[config.mk]
export PLATFORM = sky130hd
export DESIGN_NAME = slpa_ctrl
export DESIGN_NICKNAME = d
export VERILOG_FILES = /design/src/rtl/slpa_pkg.sv /design/src/rtl/slpa_ctrl.sv
export SDC_FILE = /design/constraint.sdc
export NUM_CORES = 1
export LEC_CHECK = 0
export ABC_AREA = 1
export ABC_CLOCK_PERIOD_IN_PS = 1250
export CORE_AREA = 4 4 41 43
export DETAILED_ROUTE_END_ITERATION = 12
export DIE_AREA = 0 0 45 47
export DONT_BUFFER_PORTS = 1
export PLACE_DENSITY = 0.42
export SKIP_CTS_REPAIR_TIMING = 1
export SYNTH_ARGS = -nofsm -noshare
export SYNTH_HDL_FRONTEND = slang
export SYNTH_SLANG_ARGS = --single-unit
[constraint.sdc]
create_clock -name clk -period 1.25 [get_ports clk]
set_input_delay 0 -clock clk [delete_from_list [all_inputs] [get_ports clk]]
set_output_delay 0 -clock clk [all_outputs]
set_load 0.01 [all_outputs]
[src/rtl/slpa_pkg.sv]
// shared types, constants and helpers of the split level page allocator
`timescale 1ns / 1ps
`default_nettype none
package slpa_pkg;

  localparam int STACK_DEPTH_DEF = 1024;
  localparam int LEVELS_DEF      = 5;
  localparam int FANOUT_DEF      = 512;

  localparam int FRAME_W = 40;
  localparam int LEVEL_W = 3;
  localparam int STAT_W  = 2;

  localparam logic CMD_ALLOC = 1'b0;
  localparam logic CMD_FREE  = 1'b1;

  localparam logic [STAT_W-1:0] ST_OK      = 2'd0;
  localparam logic [STAT_W-1:0] ST_NOPAGE  = 2'd1;
  localparam logic [STAT_W-1:0] ST_DROPPED = 2'd2;

  typedef struct packed {
    logic               cmd;
    logic [LEVEL_W-1:0] level;
    logic [FRAME_W-1:0] frame;
  } req_t;

  typedef struct packed {
    logic [FRAME_W-1:0] frame_out;
    logic [STAT_W-1:0]  status;
  } rsp_t;

  typedef enum logic [2:0] {
    S_IDLE,
    S_DECODE,
    S_SCAN,
    S_LOAD,
    S_SPLIT
  } state_t;

  typedef enum logic [1:0] {
    FIN_FREE,
    FIN_NOPAGE,
    FIN_ALLOC
  } fin_t;

  typedef struct packed {
    logic capture;
    logic push_free;
    logic scan_inc;
    logic pop;
    logic load_base;
    logic split_push;
    logic finish;
    fin_t fin;
  } ctl_t;

  typedef struct packed {
    logic is_free;
    logic lvl_bad;
    logic cur_empty;
    logic src_top;
    logic src_eq_lev;
  } stat_t;

  // frames spanned by one page of a level, wrapping at the frame width
  function automatic logic [FRAME_W-1:0] level_step(input int fanout, input int lev);
    logic [2*FRAME_W-1:0] prod;
    logic [FRAME_W-1:0]   s;
    s = FRAME_W'(1);
    for (int k = 0; k < lev; k++) begin
      prod = s * FRAME_W'(fanout);
      s    = prod[FRAME_W-1:0];
    end
    return s;
  endfunction

endpackage
`default_nettype wire

[src/rtl/slpa_ctrl.sv]
// controller state machine of the split level page allocator
`timescale 1ns / 1ps
`default_nettype none
module slpa_ctrl (
  input  wire logic           clk,
  input  wire logic           rst,
  input  wire logic           start,
  input  wire slpa_pkg::stat_t st,
  output slpa_pkg::ctl_t      ctl,
  output logic                busy
);

  slpa_pkg::state_t state;
  slpa_pkg::state_t state_next;

  always_ff @(posedge clk) begin
    if (rst) begin
      state <= slpa_pkg::S_IDLE;
    end else begin
      state <= state_next;
    end
  end

  always_comb begin
    state_next = state;
    ctl        = '0;
    ctl.fin    = slpa_pkg::FIN_FREE;
    busy       = 1'b1;
    unique case (state)
      slpa_pkg::S_IDLE: begin
        busy = 1'b0;
        if (start) begin
          ctl.capture = 1'b1;
          state_next  = slpa_pkg::S_DECODE;
        end
      end
      slpa_pkg::S_DECODE: begin
        priority if (st.is_free) begin
          ctl.push_free = 1'b1;
          ctl.finish    = 1'b1;
          ctl.fin       = slpa_pkg::FIN_FREE;
          state_next    = slpa_pkg::S_IDLE;
        end else if (st.lvl_bad) begin
          ctl.finish = 1'b1;
          ctl.fin    = slpa_pkg::FIN_NOPAGE;
          state_next = slpa_pkg::S_IDLE;
        end else begin
          state_next = slpa_pkg::S_SCAN;
        end
      end
      slpa_pkg::S_SCAN: begin
        priority if (!st.cur_empty) begin
          ctl.pop    = 1'b1;
          state_next = slpa_pkg::S_LOAD;
        end else if (st.src_top) begin
          ctl.finish = 1'b1;
          ctl.fin    = slpa_pkg::FIN_NOPAGE;
          state_next = slpa_pkg::S_IDLE;
        end else begin
          ctl.scan_inc = 1'b1;
        end
      end
      slpa_pkg::S_LOAD: begin
        ctl.load_base = 1'b1;
        state_next    = slpa_pkg::S_SPLIT;
      end
      slpa_pkg::S_SPLIT: begin
        if (st.src_eq_lev) begin
          ctl.finish = 1'b1;
          ctl.fin    = slpa_pkg::FIN_ALLOC;
          state_next = slpa_pkg::S_IDLE;
        end else begin
          ctl.split_push = 1'b1;
        end
      end
      default: begin
        state_next = slpa_pkg::S_IDLE;
      end
    endcase
  end

endmodule
`default_nettype wire

Word-level counts from Yosys, hierarchy flattened --
Cells that the tools add are included.
Cells by class: equal/unequal tests 7, muxes and demuxes 25, reductions and logical operators 2
Operators by type and width (number):
- $mux W3 | 10
- $pmux W3 S5 | 1
- $mux W1 | 11
- $pmux W3 S3 | 1
- $eq A3 B2 Y1 const B | 2
- $mux W2 | 2
- $ne A2 B2 Y1 const B | 2
- $eq A3 B1 Y1 const B | 1
- $eq A3 B3 Y1 const B | 1
- $logic_not A3 Y1 | 1
- $ne A3 B3 Y1 const B | 1
- $reduce_and A3 Y1 | 1
Storage, ports and cells: flip-flop bits (word level) 3, output and inout port bits 10

Logic depth before layout (Yosys ltp) --
word-level depth 3, depth in mapped cells 6, mapped depth without buffers 6

Worst setup path before layout --
OpenSTA, ideal clock, no wires.
path type flip-flop to flip-flop, start point register state[0], end point register state[0], clock period less this slack 0.903 ns, library setup time 0.073 ns, path buffers 0, arrival 0.830 ns, slack 0.347 ns, stages on the path, launching flop included 6, path through dfxtp_1 > nor2_2 > nand2_2 > nand2_1 > inv_1 > nor3_2
On the way: cells in the longest elaborated chain, start to end 3
RTL lines:
- from (decl) | line slpa_ctrl.sv:13 | slpa_pkg::state_t state;
- from (signal assigned) | line slpa_ctrl.sv:18 | state <= slpa_pkg::S_IDLE;
- from (signal assigned) | line slpa_ctrl.sv:20 | state <= state_next;
- $eq A3 B2 Y1, or another cell as far along | line slpa_ctrl.sv:29 | unique case (state)
- $ne A3 B3 Y1 (no line) or $ne A2 B2 Y1 (tied branches)
- $reduce_and A3 Y1 (no line)
Several ways; a longest one is shown, not always the timed one. A chain may end at the register's enable or synchronous reset.

==> key figures <==
Outcome
  • Outcome: finished clean

Floorplanning
  • Rows: 13
  • Initial cell density of the core: about a fifth
  • Die footprint: roughly 2100 sq um
  • Core area: between 1000 and 1500 sq um
  • Height of the chip: approximately 47 um
  • Die width: ~45 um
  • I/O pins: 18

Clocking
  • CTS tree: yes
  • Skew-Pair Late Insertion Delay: 230 ps
  • Clock sink total: 3
  • Clk root buf: clkbuf_4
  • Max Root-Sink Buffers: 2
  • H-tree Lvls: 1
  • Worst-path clk slew: 40 ps
  • TritonCTS Buffers: 3

Pwr
  • Combinational share of power: 18.9%
  • Switching Fraction: between 20% and 30%
  • Cell area power density: around 1200 nW/um^2
  • Pint: 244.2 uW
  • Final Power: roughly 350 uW
  • Peak VDD IR: roughly 540 uV
  • Leak Pwr: 0.0001884 uW
  • Clock share of power: between 40% and 50%
  • NetSw: just over 100 uW
  • Power share of the sequential group: between 30% and 40%

Global route
  • Initial antenna violation count: 0
  • Global Route Usage Sum: 7.024%
  • First-pass GRT wire length: 1000 um
  • GR Util met1: between 7 and 8%
  • Vias in the first global route: 250
  • Met2 usage: 9.605%
  • GRT met3 Usage: just over 6%
  • Largest net degree at the start of global routing: 7
  • GRT Max-Usage Layer: met2
  • Grt total ovfl: 0

Synth
  • Largest area contributor in the netlist: dfxtp_1
  • Post-synth top area share: 24.74%
  • Mapped Avg Cell Area: between 5 and 6 sq um
  • Post-Syn Instances: between 40 and 50
  • Netlist cell types: 12
  • Top cells by area, synth: dfxtp_1, inv_1, nand3_1
  • Synthesized area: 242.7 sq um
  • Synth Net Count: 50
  • FF+latch count, synth: 3
  • YS warnings: 0
  • Sequential area share after synthesis: approximately a quarter

Setup path
  • Critical Path End: ctl[8]
  • R2r worst-path depth: 5
  • Worst flop-to-flop path startpoint: state[0]
  • Arr. time, crit path: roughly 1100 ps
  • Crit path kind: reg -> out
  • Reg-to-reg endpoint: state[0]
  • Critical path launch point: state[0]
  • Startpoint type of the worst setup path: flop
  • Critical Path Fanout Max: 5
  • Flop2flop setup slack: roughly 260 ps
  • CP endpoint kind: output port
  • Req. time, crit path: around 1300 ps

Place
  • Pre-CTS setup slack: between 200 and 300 ps
  • Port bufs: 0
  • Routability Congestion: a little under 0.6
  • Final HPWL DP: ~540 um
  • Inst Count DP: 57

STA
  • # setup viols final: 0
  • Accumulated negative setup slack: 0 ps
  • Hold Vio Cnt, Final: 0
  • Final worst slack: approximately 150 ps
  • Rel. slew slack: between 80% and 90%
  • Tmin final: about 1100 ps
  • FMAX: 908.1 MHz
  • Clock Skews: ~1.1 ps
  • Period utilization: between 80 and 90%
  • Worst-Margin Slew: 289.3 ps
  • Hold Worst Slack: between 20 and 30 ps
  • RSZ-0062 raised after global routing: no
  • Pins Over Slew Limit: 0

Drt
  • Initial DRC Count: 2
  • Number of remaining DRC errors: 0
  • DR WL/cell: roughly 10 um
  • Via/cell ratio: 4.226
  • DRT Pass-1 Iters: 2
  • Antenna Nets Post-Route: 0
  • Routed vias: ~260
  • Routed WL: slightly above 600 um

Cells and area
  • Share of cells above drive strength 1: 17.02%
  • Highest-count cells in the layout ignoring fill and taps: inv_1, nand3_1, nor2_1
  • Most flops, register: state
  • Nets: 56
  • Largest regs: state x3
  • Commonest non-fill, non-tap cell in the layout: inv_1
  • # diodes: 0
  • Non-Filler Instances: between 60 and 70
  • Area delta synth->final: 22.68%
  • Max reg flops: 3

Hold path
  • Min-delay worst type: in -> reg

Flow run
  • Max Cap Violations: 0
## cell families after synthesis
group / share of synthesized area [%]
DFF: 24.74
and+or+nand+nor: 46.39
AOI/OAI and AO/OA: 7.214
buffers and inverters: 21.65
## cells in the mapped netlist
library cell,count
inv_1,14
nand3_1,9
nor2_1,4
dfxtp_1,3
nand2_1,3
nand4_1,2
nor2_2,2
a21oi_1,1
nand2_2,1
nor3_2,1
o211ai_1,1
o21ai_0,1
## how the worst min path moves through the flow
stage | startpoint | to | slack [ps] | cells after the start
after floorplan | rst | state[2] | 70 | 1
after global placement | rst | state[2] | 70 | 1
after detailed placement | rst | state[2] | 70 | 1
after CTS | rst | state[0] | -170 | 1
after global routing | st[0] | state[2] | 60 | 3
final | st[0] | state[2] | 30 | 3
## critical path: stages, from the launching register on
cell and delay (ps):
dfxtp_1 350, nor2_2 210, nand2_2 120, nor2_1 200
## metrics by stage
stage	area [sq um]	utilization, %
after floorplan	242.7	-
after global placement	261.5	20.10
after detailed placement	261.5	20.10
after CTS	287.8	22.12
after global routing	297.8	22.88
final	297.8	22.88
## cell type report
cell class,count,area (sq um)
Inverter,14,52.55
Sequential cell,3,60.06
Clock buffer,4,26.28
Timing Repair Buffer,1,10.01
Fill cell,162,1003
Multi-Input combinational cell,25,130.1
Tap cell,15,18.77
## power by group through the flow
stage          registers, uW  clock network (uW)  logic (uW)
2_1_floorplan            109                   0        54.4
6_report                 109                 171        65.4
5_1_grt                  110                 189        75.0
4_1_cts                  109                 178        62.0
3_5_place_dp             111                   0        62.0
3_3_place_gp             110                   0        63.0
## per-layer routing
metal / vias up / share of wire [%]
met4: 0 / 0
met1: 105 / 48
li1: 141 / -
met2: 16 / 36
met5: - / 0
met3: 0 / 16
(Power assumes the default switching activity.)
